### src/hw/rtl/mdr_pkg.sv
// Shared types and constants of the modular domain reducer.
package mdr_pkg;

	localparam int ITER_W     = 16;
	localparam int THR_W      = 26;
	localparam int CFG_IDX_W  = 1;
	localparam int CFG_DATA_W = 26;

	localparam logic [CFG_IDX_W-1:0] REG_MAX_ITER = 1'd0;
	localparam logic [CFG_IDX_W-1:0] REG_NORM_THR = 1'd1;

	localparam logic [ITER_W-1:0] MAX_ITER_RST = 16'd10000;
	localparam logic [THR_W-1:0]  NORM_THR_RST = 26'd16777199;

	typedef enum logic [2:0] {
		UOP_HOLD,
		UOP_LOAD_MUL,
		UOP_MUL,
		UOP_LOAD_DIV,
		UOP_DIV
	} unit_op_t;

	typedef struct packed {
		unit_op_t op;
		logic     clr_acc;
	} unit_cmd_t;

	typedef enum logic [3:0] {
		ST_IDLE,
		ST_ROUND,
		ST_SQ_X,
		ST_LD_Y,
		ST_SQ_Y,
		ST_CHECK,
		ST_DIV_X,
		ST_SWAP,
		ST_DIV_Y,
		ST_STORE,
		ST_FINISH
	} state_t;

endpackage

### src/hw/rtl/mdr_ifs.sv
// Point and result channel interfaces of the modular domain reducer.
interface mdr_point_if #(parameter int WORD_BITS = 48);
	logic                        valid;
	logic                        ready;
	logic signed [WORD_BITS-1:0] x_in;
	logic        [WORD_BITS-2:0] y_in;

	modport source(output valid, output x_in, output y_in, input ready);
	modport sink(input valid, input x_in, input y_in, output ready);
endinterface

interface mdr_result_if #(parameter int WORD_BITS = 48);
	logic                             valid;
	logic                             ready;
	logic signed [WORD_BITS-1:0]      x_out;
	logic        [WORD_BITS-2:0]      y_out;
	logic        [mdr_pkg::ITER_W-1:0] rounds_used;
	logic                             cap_reached;

	modport source(output valid, output x_out, output y_out, output rounds_used,
		output cap_reached, input ready);
	modport sink(input valid, input x_out, input y_out, input rounds_used,
		input cap_reached, output ready);
endinterface

### src/hw/rtl/mdr_unit.sv
// Shared bit-serial unit: shift-add square accumulation and restoring division.
module mdr_unit #(
	parameter int WORD_BITS = 48,
	parameter int FRAC_BITS = 24
) (
	input  logic                          clk,
	input  mdr_pkg::unit_cmd_t            cmd,
	input  logic [((FRAC_BITS > WORD_BITS - 1) ? FRAC_BITS : WORD_BITS - 1)-1:0] operand,
	input  logic [mdr_pkg::THR_W-1:0]     divisor,
	output logic [2*WORD_BITS-1:0]        acc,
	output logic [WORD_BITS-2:0]          quot
);
	localparam int QW  = WORD_BITS - 1;
	localparam int OPW = (FRAC_BITS > QW) ? FRAC_BITS : QW;
	localparam int AW  = 2 * WORD_BITS;
	localparam int NW  = mdr_pkg::THR_W;

	logic [AW-1:0]  acc_q;
	logic [AW-1:0]  mcand_q;
	logic [OPW-1:0] mplier_q;
	logic           ovf_q;

	logic [NW:0]    rem_sh;
	logic [AW-1:0]  add_a;
	logic [AW-1:0]  add_b;
	logic           cin;
	logic [AW:0]    sum;
	logic           ge;

	// Division: shift the next dividend bit into the remainder, then trial-subtract.
	assign rem_sh = {acc_q[NW-1:0], mcand_q[OPW-1]};

	always_comb begin
		if (cmd.op == mdr_pkg::UOP_MUL) begin
			add_a = acc_q;
			add_b = mplier_q[0] ? mcand_q : '0;
			cin   = 1'b0;
		end else begin
			add_a = AW'(rem_sh);
			add_b = ~AW'(divisor);
			cin   = 1'b1;
		end
	end

	assign sum = {1'b0, add_a} + {1'b0, add_b} + (AW+1)'(cin);
	assign ge  = sum[AW];

	always_ff @(posedge clk) begin
		unique case (cmd.op)
			mdr_pkg::UOP_HOLD: begin
			end
			mdr_pkg::UOP_LOAD_MUL: begin
				if (cmd.clr_acc) begin
					acc_q <= '0;
				end
				mcand_q  <= AW'(operand);
				mplier_q <= operand;
			end
			mdr_pkg::UOP_MUL: begin
				acc_q    <= sum[AW-1:0];
				mcand_q  <= mcand_q << 1;
				mplier_q <= mplier_q >> 1;
			end
			mdr_pkg::UOP_LOAD_DIV: begin
				acc_q    <= '0;
				mcand_q  <= AW'(operand);
				mplier_q <= '0;
				ovf_q    <= 1'b0;
			end
			mdr_pkg::UOP_DIV: begin
				acc_q    <= ge ? sum[AW-1:0] : AW'(rem_sh);
				mcand_q  <= mcand_q << 1;
				mplier_q <= OPW'({mplier_q[QW-2:0], ge});
				// a quotient bit leaving the top of the word means saturation
				ovf_q    <= ovf_q | mplier_q[QW-1];
			end
		endcase
	end

	assign acc  = acc_q;
	assign quot = ovf_q ? {QW{1'b1}} : mplier_q[QW-1:0];

endmodule

### src/hw/rtl/modular_domain_reducer.sv
// Top level of the modular domain reducer: sequencer, item registers, result register.
//
// Folds a point x + iy (signed fixed point, FRAC_BITS fraction bits) into the
// fundamental domain of the modular group: translate x to [-1/2, 1/2], stop once
// x^2 + y^2 reaches norm_threshold, else invert to (-x/n, y/n) and repeat, at most
// max_iterations times. One point is worked at a time; point.ready is high only in
// idle. All arithmetic runs on one bit-serial shared unit, one multiplier bit or
// one quotient bit per cycle. An inversion round squares the translated x, then
// adds y^2 on top, forms the two quotients of x and y by the truncated norm, and
// steps through the ROUND, LD_Y, CHECK, SWAP and STORE sequencing states. A point
// runs its inversion rounds, then a final threshold round (or only the cap check
// when the cap runs out), and then hands the result to the output register.
// That register holds a result until it is taken while the next point is
// already accepted.
module modular_domain_reducer #(
	parameter int WORD_BITS = 48,
	parameter int FRAC_BITS = 24
) (
	input  logic                              clk,
	input  logic                              arst_n,
	mdr_point_if.sink                         point,
	mdr_result_if.source                      result,
	input  logic                              cfg_wr_en,
	input  logic [mdr_pkg::CFG_IDX_W-1:0]     cfg_index,
	input  logic [mdr_pkg::CFG_DATA_W-1:0]    cfg_data
);
	localparam int W         = WORD_BITS;
	localparam int F         = FRAC_BITS;
	localparam int QW        = W - 1;
	localparam int OPW       = (F > QW) ? F : QW;
	localparam int AW        = 2 * W;
	localparam int NW        = mdr_pkg::THR_W;
	localparam int IW        = mdr_pkg::ITER_W;
	localparam int DIV_STEPS = OPW + F;
	localparam int CNT_W     = $clog2(DIV_STEPS + 1);
	localparam logic [F-1:0] HALF    = {1'b1, {(F-1){1'b0}}};
	localparam logic [F-1:0] ONE_LSB = {{(F-1){1'b0}}, 1'b1};

	mdr_pkg::state_t state_q, state_d;

	// configuration
	logic [IW-1:0] max_it_q;
	logic [NW-1:0] thr_q;

	// item working registers
	logic [W-1:0]     x_q;
	logic [QW-1:0]    y_q;
	logic [IW-1:0]    rounds_q;
	logic             cap_q;
	logic [NW-1:0]    n_q;
	logic [CNT_W-1:0] cnt_q;

	// result register
	logic          out_valid_q;
	logic [W-1:0]  x_out_q;
	logic [QW-1:0] y_out_q;
	logic [IW-1:0] rounds_out_q;
	logic          cap_out_q;

	// shared unit
	mdr_pkg::unit_cmd_t ucmd;
	logic [OPW-1:0]     uoperand;
	logic [AW-1:0]      norm;
	logic [QW-1:0]      quot;

	// datapath terms
	logic [F-1:0]  frac;
	logic          neg_sel;
	logic [W-1:0]  x_trans;
	logic [F-1:0]  ax_trans;
	logic [F-1:0]  ax_cur;
	logic          stop;
	logic [NW-1:0] n_raw;
	logic [NW-1:0] n_next;
	logic [W-1:0]  x_div;
	logic          last_step;
	logic          cap_hit;
	logic          out_free;

	// sequencer strobes
	logic             ld_item;
	logic             wr_xt;
	logic             wr_n;
	logic             wr_xd;
	logic             wr_y;
	logic             set_cap;
	logic             clr_cap;
	logic             out_wr;
	logic             cnt_ld;
	logic             cnt_dec;
	logic [CNT_W-1:0] cnt_val;

	mdr_unit #(
		.WORD_BITS(W),
		.FRAC_BITS(F)
	) u_unit (
		.clk     (clk),
		.cmd     (ucmd),
		.operand (uoperand),
		.divisor (n_q),
		.acc     (norm),
		.quot    (quot)
	);

	// Translate by round-half-away-from-zero: keep the fraction, go negative when
	// it exceeds one half, and on an exact half flip to the opposite sign.
	assign frac     = x_q[F-1:0];
	assign neg_sel  = (frac > HALF) || ((frac == HALF) && !x_q[W-1]);
	assign x_trans  = {{(W-F){neg_sel}}, frac};
	assign ax_trans = neg_sel ? (~frac + ONE_LSB) : frac;
	// magnitude of an already translated x
	assign ax_cur   = x_q[W-1] ? (~x_q[F-1:0] + ONE_LSB) : x_q[F-1:0];

	assign stop      = norm >= (AW'(thr_q) << F);
	assign n_raw     = norm[F +: NW];
	assign n_next    = (n_raw == '0) ? NW'(1) : n_raw;
	// the new x takes the sign opposite to the translated x
	assign x_div     = x_q[W-1] ? {1'b0, quot} : (W'(0) - {1'b0, quot});
	assign last_step = (cnt_q == CNT_W'(1));
	assign cap_hit   = (rounds_q == max_it_q);
	assign out_free  = !out_valid_q || result.ready;

	// next state
	always_comb begin
		state_d = state_q;
		unique case (state_q)
			mdr_pkg::ST_IDLE:   if (point.valid) state_d = mdr_pkg::ST_ROUND;
			mdr_pkg::ST_ROUND:  state_d = cap_hit ? mdr_pkg::ST_FINISH : mdr_pkg::ST_SQ_X;
			mdr_pkg::ST_SQ_X:   if (last_step) state_d = mdr_pkg::ST_LD_Y;
			mdr_pkg::ST_LD_Y:   state_d = mdr_pkg::ST_SQ_Y;
			mdr_pkg::ST_SQ_Y:   if (last_step) state_d = mdr_pkg::ST_CHECK;
			mdr_pkg::ST_CHECK:  state_d = stop ? mdr_pkg::ST_FINISH : mdr_pkg::ST_DIV_X;
			mdr_pkg::ST_DIV_X:  if (last_step) state_d = mdr_pkg::ST_SWAP;
			mdr_pkg::ST_SWAP:   state_d = mdr_pkg::ST_DIV_Y;
			mdr_pkg::ST_DIV_Y:  if (last_step) state_d = mdr_pkg::ST_STORE;
			mdr_pkg::ST_STORE:  state_d = mdr_pkg::ST_ROUND;
			mdr_pkg::ST_FINISH: if (out_free) state_d = mdr_pkg::ST_IDLE;
			default:            state_d = mdr_pkg::ST_IDLE;
		endcase
	end

	// sequencer outputs
	always_comb begin
		point.ready  = 1'b0;
		ucmd.op      = mdr_pkg::UOP_HOLD;
		ucmd.clr_acc = 1'b0;
		uoperand     = '0;
		ld_item      = 1'b0;
		wr_xt        = 1'b0;
		wr_n         = 1'b0;
		wr_xd        = 1'b0;
		wr_y         = 1'b0;
		set_cap      = 1'b0;
		clr_cap      = 1'b0;
		out_wr       = 1'b0;
		cnt_ld       = 1'b0;
		cnt_dec      = 1'b0;
		cnt_val      = '0;
		unique case (state_q)
			mdr_pkg::ST_IDLE: begin
				point.ready = 1'b1;
				ld_item     = point.valid;
			end
			mdr_pkg::ST_ROUND: begin
				if (cap_hit) begin
					set_cap = 1'b1;
				end else begin
					wr_xt        = 1'b1;
					ucmd.op      = mdr_pkg::UOP_LOAD_MUL;
					ucmd.clr_acc = 1'b1;
					uoperand     = OPW'(ax_trans);
					cnt_ld       = 1'b1;
					cnt_val      = CNT_W'(F);
				end
			end
			mdr_pkg::ST_SQ_X, mdr_pkg::ST_SQ_Y: begin
				ucmd.op = mdr_pkg::UOP_MUL;
				cnt_dec = 1'b1;
			end
			mdr_pkg::ST_LD_Y: begin
				// keep x^2 in the accumulator and add y^2 on top
				ucmd.op  = mdr_pkg::UOP_LOAD_MUL;
				uoperand = OPW'(y_q);
				cnt_ld   = 1'b1;
				cnt_val  = CNT_W'(QW);
			end
			mdr_pkg::ST_CHECK: begin
				if (stop) begin
					clr_cap = 1'b1;
				end else begin
					wr_n     = 1'b1;
					ucmd.op  = mdr_pkg::UOP_LOAD_DIV;
					uoperand = OPW'(ax_cur);
					cnt_ld   = 1'b1;
					cnt_val  = CNT_W'(DIV_STEPS);
				end
			end
			mdr_pkg::ST_DIV_X, mdr_pkg::ST_DIV_Y: begin
				ucmd.op = mdr_pkg::UOP_DIV;
				cnt_dec = 1'b1;
			end
			mdr_pkg::ST_SWAP: begin
				wr_xd    = 1'b1;
				ucmd.op  = mdr_pkg::UOP_LOAD_DIV;
				uoperand = OPW'(y_q);
				cnt_ld   = 1'b1;
				cnt_val  = CNT_W'(DIV_STEPS);
			end
			mdr_pkg::ST_STORE: begin
				wr_y = 1'b1;
			end
			mdr_pkg::ST_FINISH: begin
				out_wr = out_free;
			end
			default: begin
			end
		endcase
	end

	always_ff @(posedge clk or negedge arst_n) begin
		if (!arst_n) begin
			state_q <= mdr_pkg::ST_IDLE;
		end else begin
			state_q <= state_d;
		end
	end

	// configuration writes
	always_ff @(posedge clk or negedge arst_n) begin
		if (!arst_n) begin
			max_it_q <= mdr_pkg::MAX_ITER_RST;
			thr_q    <= mdr_pkg::NORM_THR_RST;
		end else if (cfg_wr_en) begin
			unique case (cfg_index)
				mdr_pkg::REG_MAX_ITER: max_it_q <= cfg_data[IW-1:0];
				mdr_pkg::REG_NORM_THR: thr_q    <= cfg_data[NW-1:0];
			endcase
		end
	end

	// control registers of the item
	always_ff @(posedge clk or negedge arst_n) begin
		if (!arst_n) begin
			rounds_q <= '0;
			cap_q    <= 1'b0;
			cnt_q    <= '0;
		end else begin
			if (ld_item) begin
				rounds_q <= '0;
			end else if (wr_y) begin
				rounds_q <= rounds_q + IW'(1);
			end
			if (set_cap) begin
				cap_q <= 1'b1;
			end else if (clr_cap) begin
				cap_q <= 1'b0;
			end
			if (cnt_ld) begin
				cnt_q <= cnt_val;
			end else if (cnt_dec) begin
				cnt_q <= cnt_q - CNT_W'(1);
			end
		end
	end

	// point payload
	always_ff @(posedge clk) begin
		if (ld_item) begin
			x_q <= point.x_in;
			y_q <= point.y_in;
		end else begin
			if (wr_xt) begin
				x_q <= x_trans;
			end else if (wr_xd) begin
				x_q <= x_div;
			end
			if (wr_y) begin
				y_q <= quot;
			end
		end
		if (wr_n) begin
			n_q <= n_next;
		end
	end

	// result register: hold until taken, refill only when free
	always_ff @(posedge clk or negedge arst_n) begin
		if (!arst_n) begin
			out_valid_q <= 1'b0;
		end else if (out_wr) begin
			out_valid_q <= 1'b1;
		end else if (result.ready) begin
			out_valid_q <= 1'b0;
		end
	end

	always_ff @(posedge clk) begin
		if (out_wr) begin
			x_out_q      <= x_q;
			y_out_q      <= y_q;
			rounds_out_q <= rounds_q;
			cap_out_q    <= cap_q;
		end
	end

	assign result.valid       = out_valid_q;
	assign result.x_out       = x_out_q;
	assign result.y_out       = y_out_q;
	assign result.rounds_used = rounds_out_q;
	assign result.cap_reached = cap_out_q;

`ifndef SYNTH
	a_accept_starts_round: assert property (@(posedge clk) disable iff (!arst_n)
		(point.valid && point.ready) |=> (state_q == mdr_pkg::ST_ROUND))
		else $error("accepted transaction did not start a round");

	a_step_count_live: assert property (@(posedge clk) disable iff (!arst_n)
		((state_q == mdr_pkg::ST_SQ_X) || (state_q == mdr_pkg::ST_SQ_Y) ||
		 (state_q == mdr_pkg::ST_DIV_X) || (state_q == mdr_pkg::ST_DIV_Y))
		|-> (cnt_q != '0))
		else $error("step counter ran out inside a serial phase");

	a_divisor_nonzero: assert property (@(posedge clk) disable iff (!arst_n)
		((state_q == mdr_pkg::ST_DIV_X) || (state_q == mdr_pkg::ST_DIV_Y))
		|-> (n_q != '0))
		else $error("division by a zero norm");

	a_result_from_finish: assert property (@(posedge clk) disable iff (!arst_n)
		$rose(out_valid_q) |-> $past(state_q == mdr_pkg::ST_FINISH))
		else $error("result raised outside the finish step");
`endif

endmodule

### src/flat_wrapper.sv
// flat-port wrapper written by rule: the top's interface ports become plain ports
module modular_domain_reducer_flat 
#(
	parameter int WORD_BITS = 48,
	parameter int FRAC_BITS = 24
)
  (clk, arst_n, cfg_wr_en, cfg_index, cfg_data, point_valid, point_x_in, point_y_in, point_ready, result_valid, result_x_out, result_y_out, result_rounds_used, result_cap_reached, result_ready);
  mdr_point_if #(.WORD_BITS(WORD_BITS)) point_i ();
  mdr_result_if #(.WORD_BITS(WORD_BITS)) result_i ();
  input  logic clk;
  input  logic arst_n;
  input  logic cfg_wr_en;
  input  logic [mdr_pkg::CFG_IDX_W-1:0] cfg_index;
  input  logic [mdr_pkg::CFG_DATA_W-1:0] cfg_data;
  input wire logic [$bits(point_i.valid)-1:0] point_valid;
  input wire logic [$bits(point_i.x_in)-1:0] point_x_in;
  input wire logic [$bits(point_i.y_in)-1:0] point_y_in;
  output wire logic [$bits(point_i.ready)-1:0] point_ready;
  output wire logic [$bits(result_i.valid)-1:0] result_valid;
  output wire logic [$bits(result_i.x_out)-1:0] result_x_out;
  output wire logic [$bits(result_i.y_out)-1:0] result_y_out;
  output wire logic [$bits(result_i.rounds_used)-1:0] result_rounds_used;
  output wire logic [$bits(result_i.cap_reached)-1:0] result_cap_reached;
  input wire logic [$bits(result_i.ready)-1:0] result_ready;
  assign point_i.valid = point_valid;
  assign point_i.x_in = point_x_in;
  assign point_i.y_in = point_y_in;
  assign point_ready = point_i.ready;
  assign result_valid = result_i.valid;
  assign result_x_out = result_i.x_out;
  assign result_y_out = result_i.y_out;
  assign result_rounds_used = result_i.rounds_used;
  assign result_cap_reached = result_i.cap_reached;
  assign result_i.ready = result_ready;
  modular_domain_reducer #(.WORD_BITS(WORD_BITS), .FRAC_BITS(FRAC_BITS)) u_core (.clk(clk), .arst_n(arst_n), .point(point_i), .result(result_i), .cfg_wr_en(cfg_wr_en), .cfg_index(cfg_index), .cfg_data(cfg_data));
endmodule
### config.mk
export PLATFORM = sky130hd
export DESIGN_NAME = modular_domain_reducer_flat
export DESIGN_NICKNAME = d
export VERILOG_FILES = /design/src/hw/rtl/mdr_pkg.sv /design/src/hw/rtl/mdr_ifs.sv /design/src/hw/rtl/mdr_unit.sv /design/src/hw/rtl/modular_domain_reducer.sv /design/src/flat_wrapper.sv
export SDC_FILE = /design/constraint.sdc
export NUM_CORES = 1
export LEC_CHECK = 0
export ABC_CLOCK_PERIOD_IN_PS = 8700
export BUFFER_PORTS_ARGS = -buffer_cell sky130_fd_sc_hd__clkbuf_2
export CORE_MARGIN = 2
export CORE_UTILIZATION = 60
export DETAILED_ROUTE_END_ITERATION = 7
export GPL_ROUTABILITY_DRIVEN = 0
export PLACE_DENSITY = 0.89
export RECOVER_POWER = 25
export SLEW_MARGIN = 10
export SYNTH_ARGS = -nofsm -noshare
export SYNTH_HDL_FRONTEND = slang
export SYNTH_SLANG_ARGS = --single-unit
### constraint.sdc
create_clock -name clk -period 8.7 [get_ports clk]
set_input_delay 2.175 -clock clk [delete_from_list [all_inputs] [get_ports clk]]
set_output_delay 2.175 -clock clk [all_outputs]
set_load 0.01 [all_outputs]
* Yosys cells after proc, flatten, opt, wreduce, memory -nomap -nowiden
Index checks and enable logic that the tools add are counted.
Operators by class: $add $sub $neg 6, multiply operators 0, div/mod/pow operators 0, $lt $le $gt $ge 2, eq/ne operators 25, shift-type cells 0, multiplexer cells 61, bitwise operators 4, reduce and logical (&&, ||, !) cells 27
Operators by type and width (number):
- $mux W96 | 5
- $pmux W96 S4 | 1
- $mux W48 | 4
- $pmux W96 S2 | 1
- $pmux W47 S4 | 1
- $mux W47 | 3
- $pmux W47 S3 | 1
- $add A96 B96 Y97 | 1
- $add A97 B1 Y97 | 1
- $ge A96 B50 Y1 | 1
- $mux W24 | 4
- $not A26 Y96 | 1
- $sub A1 B47 Y48 const A | 1
- $pmux W4 S11 | 1
- $mux W16 | 2
- $mux W4 | 8
- $pmux W7 S4 | 1
- $logic_not A26 Y1 | 1
- $add A24 B1 Y24 const B | 1
- $eq A24 B24 Y1 const B | 1
- $gt A24 B24 Y1 const B | 1
- $not A24 Y24 | 1
- $mux W7 | 3
- $mux W1 | 20
- 31 further kinds | 60
Storage, ports and cells: register bits 544, bits in latches 0, RAM bits 0, memory bits (read-only) 0, input port bits 127, output and inout bits 114, word-level logic and storage cells 144, memories kept 0

* Depth between registers and ports, before layout
word-level depth 9, depth in mapped cells 24, mapped depth without buffers 19

* Cells and area by module
Synthesis repeated with hierarchy kept, for this count alone.
Unflattened totals: cells, all modules 3381, area, all modules 32721.4 µm²
Modules (own cells, without submodules):
- mdr_unit | times used 1, cells each 2026, area an instance 17719.5 µm², sequential area each 7206.9 µm²
- modular_domain_reducer | times used 1, cells each 1355, area an instance 15001.9 µm², sequential area each 8808.4 µm²

* Least setup slack after synthesis
No wires, ideal clock.
path type input port to flip-flop, from input result_ready, to register u_core.cap_out_q (netlist: u_core.result.cap_reached) (enable), setup time 0.585 ns, arrival 6.877 ns, data required time 8.115 ns, slack 1.238 ns, cell stages on the path 2, buffers on the path 0, cell sequence nor2b_1 nor2_1
On the way: cells in the longest elaborated chain, start to end 2
RTL lines:
- from (decl) | line flat_wrapper.sv:24 | input wire logic [$bits(result_i.ready)-1:0] result_ready;
- $logic_or A1 B1 Y1 | line modular_domain_reducer.sv:121 | assign out_free = !out_valid_q || result.ready;
- $mux W1 | line modular_domain_reducer.sv:159 | unique case (state_q)
- net u_core.out_wr | line modular_domain_reducer.sv:88 | logic out_wr;
- to (signal assigned) | line modular_domain_reducer.sv:302 | cap_out_q <= cap_q;
- to (decl) | line modular_domain_reducer.sv:58 | logic cap_out_q;
The timed path passes the listed nets, and every way through them passes these cells. A chain may end at the register's enable or synchronous reset.

* Worst setup path in the final report
from input point_valid, to register u_core.y_q[4] (enable)
On the way: cells in the longest elaborated chain, start to end 2
RTL lines:
- from (decl) | line flat_wrapper.sv:15 | input wire logic [$bits(point_i.valid)-1:0] point_valid;
- $mux W1 | line modular_domain_reducer.sv:159
- $reduce_bool A2 Y1 (no source line)
- to (signal assigned) | line modular_domain_reducer.sv:270 | y_q <= point.y_in;
- to (signal assigned) | line modular_domain_reducer.sv:278 | y_q <= quot;
- to (decl) | line modular_domain_reducer.sv:47 | logic [QW-1:0] y_q;
No other way between the ends.

==> run_results.csv <==
group,metric,value,unit
detailed_routing,vias_per_cell,6.62,
synth,synth_edf_count,473,
die,die_area,54700,sq um
worst_setup_path,cp_cell_sequence,"clkbuf_1, and2_0, clkbuf_1, or2_2, buf_4",
grt,gr-total-overflow,0,
synth,yosys_warnings,0,
detailed_routing,dr.pass1.iters,8,
grt,grt_first_pass_wirelength,139,mm
clock_tree,clock-root-buffer,"clkbuf_16",
grt,grt.total_usage,32.4,%
detailed_routing,remaining_drc_errors,0,
synth,synth_fa_ha_area_share,5.11,%
status,status,"complete, but fails checks",
synth,synth-simple-area-share,18.3,%
detailed_routing,ant_nets,0,
place,dpl.hpwl,62.0,mm
sta,clock_skew,0.0470,ns
worst_setup_path,start_kind,"input pin",
die,core-area,52400,sq um
synth,ys_types,84,
die,die_y,234,um
clock_tree,cts_buffers,55,
synth,yosys.area.top_type_share,44.8,%
sta,setup_tns,0,ns
synth,synth_top_family_by_area,"simple AND/OR/NAND/NOR gates",
worst_setup_path,worstSetupPathType,"in2reg",
clock_tree,cts_buffer_depth,3,
pwr,swShare,21.3,%
sta,max_freq,145,MHz
worst_setup_path,critPathMaxStageDelay,3.36,ns
clock_tree,post_cts_buffers,0,
die,start_util,60.5,%
sta,hold_viol,0,
sta,timing.final.crit_period,6.91,ns
worst_hold_path,min_path_type,"reg2reg",
sta,rsz0062_at_grt,"no",
clock_tree,tritoncts,"yes",
synth,synth_area_leaders,"edfxtp_1 (45%), nand2_1 (6.6%), ha_1 (5.0%)",
worst_setup_path,worst_path_most_repeated_cell,"clkbuf_1",
pwr,ir_drop,176,uV
worst_setup_path,required,8.97,ns
synth,synthXorXnorAreaFrac,4.94,%
clock_tree,insertion_delay,0.64,ns
synth,post-synth-top-area-cell,"edfxtp_1",
synth,ys_seq_area_share,50.5,%
synth,synthFlopType,"edfxtp_1",
finish,fin_nets,3611,
pwr,cellPowerDensity,154,nW/um^2
worst_setup_path,cp_max_fo,101,
grt,grt_max_degree,104,
sta,worst_pin_slew,4.84,ns
detailed_routing,drtIter0Drc,4098,
detailed_routing,routed_wl,89.2,mm
pwr,p_seq_share,53.2,%
synth,postSynthAreaPerCell,9.74,sq um
synth,syn_inst,3255,
worst_setup_path,crit_arrival,7.18,ns
worst_setup_path,endpoint_kind,"flip-flop",
finish,final_util,66.7,%
finish,fillers,3731,
sta,maxSlewViolCount,290,
pwr,internal_power,4240,uW
clock_tree,post_cts_resized,0,
finish,area_delta_synth_final,10.3,%
synth,syn-cell-area,31700,sq um
clock_tree,htree_levels,2,
status,failed_checks,"max-capacitance violations, max-slew violations",
clock_tree,clock_sink_count,544,
pwr,leakagePower,0.0141,uW
place,portBuffers,240,
grt,grt_pass1_vias,25465,
pwr,p_clk_share,44.1,%
grt,antenna_found_initial,2,
job,drv_cap,4,
finish,drive_gt1_share,13.2,%
worst_setup_path,cp_slowest_cell,"clkbuf_1",
synth,synth_compound_area_share,16.0,%
die,fp.dieW,234,um
sta,min_period_over_period,79.4,%
clock_tree,clkTransAtPathRegs,0.06,ns
synth,synth_seq_cells,544,
sta,slew_headroom,-223,%
synth,syn-num-nets,3511,
synth,synth.area.mux_share,1.65,%
die,ios,241,
detailed_routing,num_vias,27061,
die,num_rows,84,
clock_tree,cts_hold_buf,0,
synth,synthArstFlopShare,13.1,%
pwr,comb_power_share,2.7,%
detailed_routing,wl_per_cell,21.8,um
sta,setup_violations,0,
pwr,p_switching,1150,uW
## power by group through the flow
stage               Clock (uW)  Sequential, uW  Combinational (uW)
floorplan                    0            2910                76.6
global placement             0            2910                 132
detailed placement           0            2920                 140
CTS                       2380            2870                 144
global route              2470            2870                 158
finish                    2370            2870                 144
## worst paths after layout
check / startpoint / to / slack (ns) / depth (start not counted)
max reg2reg: u_core.state_q[3] / u_core.u_unit.acc[18] / 1.89 / 17
min reg2reg: u_core.x_q[30] / u_core.result.x_out[30] / 0.42 / 0
min: u_core.x_q[30] / u_core.result.x_out[30] / 0.42 / 0
max: point_valid / u_core.y_q[4] / 1.79 / 5
min in group asynchronous: arst_n / u_core.thr_q[25] / 2.97 / 2
max in group asynchronous: arst_n / u_core.state_q[0] / 3.55 / 2
## layout by cell type, fill, tap and decap left out, types with 27 or more instances in the layout
cell       Yosys  final
nor4_1        36     36
nand3_1       42     42
and2_1       126    120
dfrtp_1       43     43
o21ai_0      188    188
nor2_1       278    275
nand2_1      557    557
nand4_1       52     52
inv_1         62     62
a21oi_1      253    252
clkbuf_16      0     57
o21bai_1      27     27
xor2_1        62     62
xnor2_1      117    117
clkbuf_2       0    236
edfxtp_1     473    473
mux2_2        42     40
a22oi_1       47     47
dfstp_2       28     28
ha_1         128    128
nor3_1        57     56
a21o_1        51     51
## cells in the mapped netlist (all sizes together) (13+ instances only)
library cell,instances
nand2,557
edfxtp,473
nor2,279
a21oi,255
clkbuf,209
o21ai,202
ha,128
and2,126
xnor2,117
inv,63
xor2,62
nor3,58
nand4,52
a21o,51
a22oi,47
dfrtp,43
nand3,43
mux2,42
nor4,37
or3,29
dfstp,28
o21bai,27
a221o,24
o21a,24
a221oi,23
o31ai,22
a31oi,21
buf,19
nand2b,19
a22o,18
and3,15
o311ai,13
## critical path, delay by kind of cell
kind	cells	cell delay [ns]
buffers and inverters	3	4.07
AND/OR/NAND/NOR	2	0.80
## per-layer routing
metal  wire, um  up-vias  GRT usage (%)
li1           -    11994              -
met1      32900    12645           43.3
met2      40600     2017           51.2
met3      10700      405           6.61
met4       4910        0           14.6
met5          0        -              0
## kinds of logic (layout without fill, tap and decap cells)
group                      after synthesis  count (layout)
other                                    0               2
AOI/OAI and AO/OA                      801             801
xor gates and xnor gates               179             179
muxes                                   47              47
and+or+nand+nor                       1264            1264
buffers and inverters                  291             434
adders and majority gates              129             129
DFF                                    544             544
## final cells by class
type	instances	area, sq um	area share [%]
sequential	544	16000	45.8
clock buffer	78	1580	4.50
inverter	63	241	0.690
multi-input combinational	2420	14700	41.9
clock inverter	22	214	0.611
timing repair buffer	271	1420	4.07
antenna	2	5.00	0.0143
tap	688	861	2.46
## state kept, by name (all words and copies together), names as in the netlist, 7 cells and up
signal                     cells
u_core.y_q                    47
u_core.result.y_out           47
u_core.u_unit.acc             96
u_core.u_unit.mcand_q         96
u_core.max_it_q               16
u_core.rounds_q               16
u_core.cnt_q                   7
u_core.result.rounds_used     16
u_core.result.x_out           48
u_core.u_unit.mplier_q        47
u_core.x_q                    48
u_core.thr_q                  26
u_core.n_q                    26
## through the flow
stage          std cells  total power (uW)  worst slack, ns  hold slack, ns  instance area [sq um]
3_5_place_dp        3986              3060             2.04           0.405                  33200
3_3_place_gp        3986              3050             2.15           0.401                  33200
6_report            4088              5380             1.79           0.418                  35000
4_1_cts             4086              5390             2.00           0.419                  35000
5_1_grt             4088              5500             1.52           0.427                  35000
2_1_floorplan       3255              2980             1.24           0.400                  31700
Power figures use the tool's default switching activity.
